===== config.mk =====
export PLATFORM = sky130hd
export DESIGN_NAME = vvp_queue
export DESIGN_NICKNAME = d
export VERILOG_FILES = /design/src/vvp_pkg.sv /design/src/vvp_queue.sv
export SDC_FILE = /design/constraint.sdc
export NUM_CORES = 1
export LEC_CHECK = 0
export ABC_AREA = 1
export CORE_ASPECT_RATIO = 1.25
export CORE_MARGIN = 1
export CORE_UTILIZATION = 60
export DETAILED_ROUTE_END_ITERATION = 6
export DONT_BUFFER_PORTS = 1
export GPL_TIMING_DRIVEN = 0
export PLACE_DENSITY_LB_ADDON = 0.25
export SLEW_MARGIN = 5
export SYNTH_ARGS = -nofsm -noshare
export SYNTH_HDL_FRONTEND = slang
export SYNTH_SLANG_ARGS = --single-unit
export TNS_END_PERCENT = 10

===== constraint.sdc =====
create_clock -name clk -period 9.5 [get_ports clk]
set_input_delay 0.475 -clock clk [delete_from_list [all_inputs] [get_ports clk]]
set_output_delay 0.475 -clock clk [all_outputs]
set_load 0.03 [all_outputs]

===== src/vvp_pkg.sv =====
// ----------------------------------------------------------------------------
// vvp_pkg
// Shared widths, register codes, reset values and types for the vertex
// view projection block.
// ----------------------------------------------------------------------------
package vvp_pkg;

    localparam int VTX_W     = 32;
    localparam int ADJ_W     = VTX_W + 1;
    localparam int COEF_W    = 21;
    localparam int ROT_W     = 40;
    localparam int FOCAL_W   = 16;
    localparam int PIX_W     = 16;
    localparam int CFG_W     = 63;
    localparam int IDX_W     = 3;
    localparam int FAR_SCALE = 1000;
    localparam int FAR_K_W   = FOCAL_W + 10;
    localparam int FAR_SHIFT = 17;
    localparam int BIG_BIT   = 32;

    typedef enum logic [IDX_W-1:0] {
        REG_COL_X   = 3'd0,
        REG_COL_Y   = 3'd1,
        REG_COL_Z   = 3'd2,
        REG_SHIFT_X = 3'd3,
        REG_SHIFT_Y = 3'd4,
        REG_SHIFT_Z = 3'd5,
        REG_FOCAL   = 3'd6
    } vvp_reg_t;

    localparam logic [CFG_W-1:0]          RST_COL_X   = 63'd262144;
    localparam logic [CFG_W-1:0]          RST_COL_Y   = 63'd549755813888;
    localparam logic [CFG_W-1:0]          RST_COL_Z   = 63'd1152921504606846976;
    localparam logic signed [VTX_W-1:0]   RST_SHIFT_X = 32'sd0;
    localparam logic signed [VTX_W-1:0]   RST_SHIFT_Y = 32'sd0;
    localparam logic signed [VTX_W-1:0]   RST_SHIFT_Z = 32'sd851968;
    localparam logic signed [FOCAL_W-1:0] RST_FOCAL   = 16'sd400;

    typedef struct packed {
        logic [CFG_W-1:0]          col_x;
        logic [CFG_W-1:0]          col_y;
        logic [CFG_W-1:0]          col_z;
        logic signed [VTX_W-1:0]   shift_x;
        logic signed [VTX_W-1:0]   shift_y;
        logic signed [VTX_W-1:0]   shift_z;
        logic signed [FOCAL_W-1:0] focal;
    } vvp_cfg_t;

    // rotated vertex with its classification
    typedef struct packed {
        logic signed [ROT_W-1:0] rx;
        logic signed [ROT_W-1:0] ry;
        logic signed [ROT_W-1:0] rz;
        logic                    off;
        logic                    fe;
    } vvp_item_t;

    function automatic logic signed [PIX_W-1:0] sat16(input logic signed [63:0] v);
        logic signed [PIX_W-1:0] r;
        if (v > 64'sd32767)
            r = 16'sh7fff;
        else if (v < -64'sd32768)
            r = 16'sh8000;
        else
            r = v[PIX_W-1:0];
        return r;
    endfunction

endpackage


===== src/vvp_queue.sv =====
// ----------------------------------------------------------------------------
// vvp_queue
// Short queue of classified vertices between front and back.
// ----------------------------------------------------------------------------
module vvp_queue #(
    parameter int DEPTH = 4
) (
    input  logic               clk,
    input  logic               rst_n,
    input  logic               push,
    input  vvp_pkg::vvp_item_t push_item,
    output logic               space,
    input  logic               pop,
    output logic               head_valid,
    output vvp_pkg::vvp_item_t head_item
);
    import vvp_pkg::*;

    localparam int PW = (DEPTH > 1) ? $clog2(DEPTH) : 1;
    localparam int CW = $clog2(DEPTH + 1);

    vvp_item_t     mem_reg [DEPTH];
    logic [PW-1:0] wr_reg, rd_reg;
    logic [CW-1:0] cnt_reg;

    assign space      = cnt_reg < CW'(DEPTH);
    assign head_valid = cnt_reg != '0;
    assign head_item  = mem_reg[rd_reg];

    always_ff @(posedge clk or negedge rst_n)
    begin
        if (!rst_n)
        begin
            wr_reg  <= '0;
            rd_reg  <= '0;
            cnt_reg <= '0;
        end
        else
        begin
            if (push)
                wr_reg <= (wr_reg == PW'(DEPTH - 1)) ? '0 : wr_reg + 1'b1;
            if (pop)
                rd_reg <= (rd_reg == PW'(DEPTH - 1)) ? '0 : rd_reg + 1'b1;
            if (push && !pop)
                cnt_reg <= cnt_reg + 1'b1;
            else if (pop && !push)
                cnt_reg <= cnt_reg - 1'b1;
        end
    end

    always_ff @(posedge clk)
    begin
        if (push)
            mem_reg[wr_reg] <= push_item;
    end

endmodule


==> flow_summary.toml, run 1 <==
[outcome]
outcome = "finished, final reports clean"

[sta]
fmax_ghz = 0.366
worstMarginPinSlew_ps = 676
fin_setup_tns_ps = 0
rsz0062_at_grt = "no"
maxSlewHeadroom = 0.549
drv_slew = 0
worst_slack_ps = 6770
fin_crit_ps = 2730
finalSetupViolations = 0
skew_ps = 30.3
final_hold_viol_count = 0
fin_crit_sh = 0.287

[hold_path]
min_to = "mem_reg[3][12]"
worstHoldStart = "push_item[12]"
worstHoldPathCells = 0
hold_path_class = "input port to register"

[critical_path]
critPathCaptureType = "primary output"
crit_path_frequent_cell = "buf_2"
cp_cell_sequence = "buf_2 > inv_2 > buf_4 > buf_2 > o211ai_1 > nand2_1"
arrival_ps = 2250
crit_type = "register to primary output"
r2r-end = "mem_reg[2][70]"
ff2ff_path_depth = 5
crit_fanout = 10
required_ps = 9030
startpoint_type = "register"
reg2reg_setup_slack_ps = 7440
max_stage_delay_ps = 370
cpMaxStageDelayCell = "dfrtp_1"
regToRegStartpoint = "wr_reg[0]"

[detailed_routing]
first_pass_iters = 7
drtIter0Drc = 747
vias_per_cell = 5.62
wl_met3_um = 3320
m1WireLength_um = 16000
routedWlPerCell_um = 20.5
route.met2.wl_um = 22000
top_layer = "met5"
vias = 11700
drtAntennaViolNets = 0
drt_wl_total_um = 42700
drc = 0

[final_layout]
synthToLayoutAreaGrowth_pct = 15.4
layout-drive-gt1-share = 0.0981
mostFrequentLayoutCell = "edfxtp_1"
fin_cells = 2083
largest_reg_flops = 488
layout_common_cells = "edfxtp_1 (488), nand2_1 (382), inv_1 (250)"
fill_cells = 2126
nets = 1763

[synthesis]
ys_types = 19
yosysSeqAreaShare = 0.745
synthTopCellsByArea = "edfxtp_1 (74%), o211ai_1 (8.0%), nand2_1 (7.2%)"
syn_inst = 1476
syn_area_um2 = 19900
avgSynthCellArea_um2 = 13.5
synth_warnings = 0
synth_nets = 1609
synth_seq_cells = 495
synthDominantCellAreaShare = 0.736
yosysTopAreaCell = "edfxtp_1"

[power_and_ir_drop]
vdd_drop_max_mv = 0.186
power_uw = 7190
leakagePower_uw = 0.00894
power_density_nw_per_um2 = 313

[place]
numPortBuffers = 0
dp.cells = 1898
dp_hpwl_um = 25000
pre_cts_ws_ps = 7330
finalWeightedCongestion = 0.774

[cts]
clkTransAtPathRegs_ps = 60
cts_setup_buffers = 0
cts_buffers = 44
cts_tree = "yes"
h-tree-depth = 2
cts_sinks = 495
cts-root-buf = "clkbuf_16"
cts_buffer_depth = 3
clk_latency_ps = 560

[die]
rows = 74
initial_core_util = 0.609
die_w_um = 165
die_y_um = 206
die_area_um2 = 33900
io_pins = 250
core_area_um2 = 32700

[grt]
grt_start_max_net_pins = 67
grt-ovfl-total = 0
grt_pass1_wl_um = 63900
first_global_vias = 11800
antenna_found_initial = 6
track_usage = 0.254

[flow_run]
maxCapViolCount = 0
==> cell usage after synthesis <==
cell type and instances:
o21ai_0 1, dfrtp_1 7, inv_1 254, o211ai_1 211
buf_2 35, o211ai_2 33, fa_1 1, xnor2_1 1
o21ai_1 3, nand2_1 382, edfxtp_1 488, clkbuf_1 20
buf_4 2, nand4_1 1, ha_1 6, nand3_1 1
buf_6 24, nor2_1 3, inv_2 3
==> routing by layer <==
layer  global-route usage  vias up
met4                0.106        4
li1                     -     5458
met3               0.0617       91
met2                0.443      437
met5                    0        -
met1                0.301     5707
==> kinds of logic after synthesis <==
logic type | after synthesis | synth area share
flops | 495 | 0.745
xor+xnor | 1 | 0.000440
fa+ha+maj | 7 | 0.00478
simple gates | 387 | 0.0732
compound gates | 248 | 0.101
buf+inv | 338 | 0.0754
==> report_power, final <==
part | total, uW | switching [uW] | internal (uW)
sequential | 2880 | 84.0 | 2800
combinational | 2620 | 2050 | 570
clock | 1690 | 739 | 947
total | 7190 | 2880 | 4310
==> layout make-up <==
| type | instances | area, um^2 | share of cell area |
|---|---|---|---|
| sequential | 495 | 14800 | 0.646 |
| multi-input combinational | 643 | 3580 | 0.156 |
| inverter | 257 | 985 | 0.0429 |
| buffer | 81 | 536 | 0.0233 |
| clock buffer | 58 | 1210 | 0.0525 |
| timing repair buffer | 108 | 1150 | 0.0501 |
| clock inverter | 19 | 153 | 0.00665 |
| antenna | 4 | 10.0 | 0.000436 |
| tap | 418 | 523 | 0.0228 |
==> worst max-delay path by stage <==
stage | end | slack (ps) | depth (start not counted) | from
4_1_cts | head_item[48] | 6740 | 6 | rd_reg[0]
5_1_grt | head_item[52] | 6620 | 6 | rd_reg[0]
2_1_floorplan | mem_reg[2][0] | 6010 | 4 | wr_reg[0]
3_3_place_gp | mem_reg[0][72] | 4100 | 4 | wr_reg[0]
6_report | head_item[117] | 6770 | 6 | rd_reg[1]
3_5_place_dp | head_item[48] | 7330 | 6 | rd_reg[0]
==> what timing repair did <==
item / 4_1_cts / 5_1_grt
gates resized for setup: 0 / 0
setup endpoints to repair: 0 / 0
hold buffers: 104 / 0
endpoints found under the hold margin: 407 / 0
==> critical path: cells and delay by family, from the launching register on <==
kind / cells / cell delay, ps
buffers and inverters: 4 / 890
AOI/OAI and AO/OA: 1 / 130
DFF: 1 / 370
and+or+nand+nor: 1 / 310
==> metrics by stage <==
stage                util  instance area (um^2)  hold WS (ps)
floorplan               -                 19900           179
global placement    0.625                 20400           180
detailed placement  0.629                 20600           180
CTS                 0.702                 23000          5.91
global route        0.703                 23000          3.21
finish              0.703                 23000          27.6
No activity file was read; power rests on OpenSTA's default activity.
==> inputs of run 2 (changes only) <==
--- a/config.mk
+++ b/config.mk
@@ -8,7 +8,7 @@
 export ABC_AREA = 1
 export CORE_ASPECT_RATIO = 1.25
 export CORE_MARGIN = 1
-export CORE_UTILIZATION = 60
+export CORE_UTILIZATION = 57
 export DETAILED_ROUTE_END_ITERATION = 6
 export DONT_BUFFER_PORTS = 1
 export GPL_TIMING_DRIVEN = 0
==> constraint.sdc (replaced) <==
create_clock -name clk -period 2.3 [get_ports clk]
set_input_delay 0.115 -clock clk [delete_from_list [all_inputs] [get_ports clk]]
set_output_delay 0.115 -clock clk [all_outputs]
set_load 0.03 [all_outputs]
==> flow_summary.toml, run 2 (synthesized netlist as in run 1, its figures left out) <==
[grt]
grt-ovfl-total = 0
grt_start_max_net_pins = 36
antenna_found_initial = 6
grt_pass1_wl_um = 66300
track_usage = 0.248
first_global_vias = 12000

[final_layout]
multi_input_area_um2 = 3780
nets = 1799
synthToLayoutAreaGrowth_pct = 20.0
largest_reg_flops = 488
fill_cells = 2366
layout_common_cells = "edfxtp_1 (488), nand2_1 (303), inv_1 (249)"
layout-drive-gt1-share = 0.169
stdcell_area_um2 = 23900
seq_area_um2 = 14800
postLayoutCoreUtil = 0.694
mostFrequentLayoutCell = "edfxtp_1"

[cts]
cts_sinks = 495
h-tree-depth = 2
clk_latency_ps = 560
cts-root-buf = "clkbuf_16"
clkTransAtPathRegs_ps = 60
cts_tree = "yes"
cts_buffers = 46
cts_setup_buffers = 0
cts_buffer_depth = 3

[place]
finalWeightedCongestion = 0.756
dp_hpwl_um = 26900
placed_cell_area_um2 = 20800
numPortBuffers = 0

[critical_path]
crit_type = "register to primary output"
crit_fanout = 10
critPathCaptureType = "primary output"
startpoint_type = "register"
arrival_ps = 2170
ff2ff_path_depth = 6
required_ps = 2180

[die]
die_area_um2 = 35700
initial_core_util = 0.578
die_y_um = 211
core_area_um2 = 34400
rows = 76
die_w_um = 169
io_pins = 250

[hold_path]
hold_path_class = "input port to register"
worstHoldPathCells = 2

[sta]
finalSetupViolations = 0
maxSlewHeadroom = 0.488
rsz0062_at_grt = "yes"
whs_ps = 46.9
fmax_ghz = 0.437
skew_ps = 19.2
fin_setup_tns_ps = 0
worstMarginPinSlew_ps = 764
fin_crit_ps = 2290
drv_slew = 0
final_hold_viol_count = 0
fin_crit_sh = 0.994

[power_and_ir_drop]
leakagePower_uw = 0.00923
internal_power_uw = 18800
vdd_drop_max_mv = 1.01
p_switching_uw = 12300
combPwrFrac = 0.372
power_uw = 31200
power_density_nw_per_um2 = 1300
pwr-share-seq = 0.381
clkPwrFrac = 0.247
swShare = 0.395

[detailed_routing]
first_pass_iters = 5
drc = 0
drtAntennaViolNets = 0
drt_wl_total_um = 43700
routedWlPerCell_um = 20.1
vias = 11800
vias_per_cell = 5.41
drtIter0Drc = 718

[outcome]
outcome = "finished, final reports clean"

[flow_run]
maxCapViolCount = 0
-- run 2: per-stage QoR --
step                      setup WS [ps]  instances
after floorplan                    -562       1476
final                              13.4       2177
after global routing              -73.2       2176
after CTS                         -43.5       2170
after detailed placement           45.4       1959
after global placement            -2130       1944
-- run 2: path summary, 6_finish.rpt --
check	startpoint	end	slack, ps
max	rd_reg[0]	head_item[73]	10
min	push	mem_reg[3][9]	50
max reg2reg	wr_reg[0]	mem_reg[3][72]	260
min reg2reg	cnt_reg[2]	cnt_reg[2]	490
max in group asynchronous	rst_n	rd_reg[1]	1550
min in group asynchronous	rst_n	cnt_reg[0]	460
-- run 2: power by group through the flow --
| stage | logic, uW | registers (uW) | clock network [uW] |
|---|---|---|---|
| 6_report | 11600 | 11900 | 7700 |
| 5_1_grt | 12400 | 12000 | 8120 |
| 4_1_cts | 11600 | 11900 | 7810 |
| 3_5_place_dp | 10900 | 12100 | 0 |
| 3_3_place_gp | 10500 | 12200 | 0 |
| 2_1_floorplan | 8170 | 12100 | 0 |
-- run 2: critical path, stage by stage (launching register included) --
cell and delay [ps]:
dfrtp_1 400, inv_2 80, buf_6 180, clkbuf_1 500
nand2_1 140, o211ai_1 150, nand2_2 180
-- run 2: metal layers --
| metal | part of all wire | vias to the layer above | track usage |
|---|---|---|---|
| met3 | 0.077 | 95 | 0.0622 |
| met5 | 0 | - | 0 |
| met2 | 0.52 | 421 | 0.430 |
| li1 | - | 5549 | - |
| met1 | 0.37 | 5705 | 0.292 |
| met4 | 0.034 | 0 | 0.108 |
-- run 2: timing repair --
item	in CTS	in global routing
hold endpoints to repair	502	0
endpoints found under the setup margin	114	134
hold buffers	126	0
cloned	0	1
resized for setup	84	25
-- run 2: layout make-up --
class / count / share of cell area
diodes: 6 / 0.000629
plain buffers: 81 / 0.0245
clock buffers: 59 / 0.0524
clock inverters: 26 / 0.0121
inverters: 257 / 0.0410
multi-input cells: 643 / 0.158
flip-flops and latches: 495 / 0.621
well taps: 468 / 0.0245
repair buffers: 141 / 0.0654
repair inverters: 1 / 0.000210
==> inputs of run 3 (changes only) <==
==> constraint.sdc (replaced) <==
create_clock -name clk -period 2.3 [get_ports clk]
set_input_delay 0 -clock clk [delete_from_list [all_inputs] [get_ports clk]]
set_output_delay 0 -clock clk [all_outputs]
set_load 0.03 [all_outputs]
==> flow_summary.toml, run 3 (synthesized netlist as in run 1, its figures left out) <==
[sta]
fin_crit_sh = 0.969
worstMarginPinSlew_ps = 746
whs_ps = 16.0
fin_crit_ps = 2230
finalSetupViolations = 0
skew_ps = 13.8
rsz0062_at_grt = "yes"
maxSlewHeadroom = 0.500
final_hold_viol_count = 0
drv_slew = 0
fmax_ghz = 0.449

[power_and_ir_drop]
vdd_drop_max_mv = 0.834
power_density_nw_per_um2 = 1300
power_uw = 31000
leakagePower_uw = 0.00919

[cts]
clk_latency_ps = 560
cts_buffers = 46
cts_buffer_depth = 3
clkTransAtPathRegs_ps = 60
cts_setup_buffers = 0
cts_sinks = 495
cts-root-buf = "clkbuf_16"
cts_tree = "yes"
h-tree-depth = 2

[detailed_routing]
drc = 0
drtAntennaViolNets = 0
drtIter0Drc = 835
routedWlPerCell_um = 20.1
drt_wl_total_um = 43700
first_pass_iters = 4
vias_per_cell = 5.39
vias = 11700

[grt]
grt_start_max_net_pins = 36
antenna_found_initial = 7
track_usage = 0.247
first_global_vias = 11900
grt-ovfl-total = 0
grt_pass1_wl_um = 66000

[critical_path]
r2r-end = "mem_reg[3][72]"
critPathTopFamily = "buffers and inverters"
crit_buf_inv = 3
max_stage_delay_ps = 460
regToRegStartpoint = "wr_reg[0]"
cp_cell_sequence = "inv_2 > buf_4 > clkbuf_1 > o211ai_1 > nand2_1"
cpMaxStageDelayCell = "clkbuf_1"
crit_type = "register to primary output"
reg2reg_setup_slack_ps = 220
required_ps = 2300
arrival_ps = 2230
critPathCaptureType = "primary output"
ff2ff_path_depth = 6
startpoint_type = "register"
crit_fanout = 10

[die]
core_area_um2 = 34400
die_area_um2 = 35700
die_w_um = 169
rows = 76
io_pins = 250
die_y_um = 211
initial_core_util = 0.578

[hold_path]
worstHoldStart = "push"
hold_path_class = "input port to register"
worstHoldPathCells = 2
min_to = "mem_reg[0][10]"

[flow_run]
maxCapViolCount = 0

[final_layout]
fin_cells = 2178
layout_common_cells = "edfxtp_1 (488), nand2_1 (316), inv_1 (249)"
nets = 1799
layout-drive-gt1-share = 0.156
largest_reg_flops = 488
synthToLayoutAreaGrowth_pct = 19.7
postLayoutCoreUtil = 0.692
stdcell_area_um2 = 23800
fill_cells = 2373
mostFrequentLayoutCell = "edfxtp_1"

[place]
numPortBuffers = 0
placed_cell_area_um2 = 20800
dp.cells = 1959
dp_hpwl_um = 26900
finalWeightedCongestion = 0.756

[outcome]
outcome = "finished, final reports clean"
[run 3: cell types whose count changed in the layout (fill, tap and decap cells not counted), sizes merged]
cell    previous run  this run
buf               71        73
clkbuf            84        82
diode              6         7
[run 3: metal layers]
layer	global-route usage	vias up	part of all wire	wire length [um]
li1	-	5540	-	-
met1	0.293	5721	0.38	16500
met2	0.430	389	0.52	22500
met3	0.0611	96	0.074	3230
met4	0.0997	0	0.034	1470
met5	0	-	0	0
[run 3: worst max-delay path by stage]
stage,from,endpoint,depth (start not counted)
global placement,wr_reg[0],mem_reg[2][66],4
detailed placement,wr_reg[1],mem_reg[1][72],6
finish,rd_reg[0],head_item[24],5
global route,rd_reg[0],head_item[50],6
floorplan,wr_reg[0],mem_reg[0][0],4
CTS,rd_reg[1],head_item[52],6
[run 3: final cells by class]
class	instances	area, um^2	share of cell area
Buffer	81	551	0.0231
Timing Repair inverter	1	5.00	0.000210
Tap cell	468	586	0.0246
Timing Repair Buffer	141	1560	0.0655
Antenna cell	7	17.5	0.000735
Inverter	257	980	0.0411
Multi-Input combinational cell	643	3750	0.158
Clock buffer	59	1250	0.0525
Sequential cell	495	14800	0.623
Clock inverter	26	289	0.0121
[run 3: worst register-to-register path: cells and delay by family (launching register included)]
kind / cells / cell delay [ps]
flops: 1 / 410
fa+ha+maj: 1 / 210
buf+inv: 4 / 1050
simple gates: 1 / 60
[run 3: timing repair]
action | 4_1_cts | 5_1_grt
endpoints found under the hold margin | 523 | 0
cloned | 0 | 1
setup endpoints to repair | 9 | 126
gates resized for setup | 9 | 68
hold buffers | 126 | 0
[run 3: power breakdown]
group	leakage (uW)	switching, uW	internal, uW
logic	0.00387	8770	2690
clock network	0.000752	3170	4530
registers	0.00457	344	11500
[run 3: through the flow]
step / setup TNS, ps / worst slack (ps)
2_1_floorplan: -271070 / -562
3_3_place_gp: -1015210 / -2130
3_5_place_dp: 0 / 45.4
4_1_cts: 0 / 0.725
5_1_grt: -162 / -38.9
6_report: 0 / 70.9
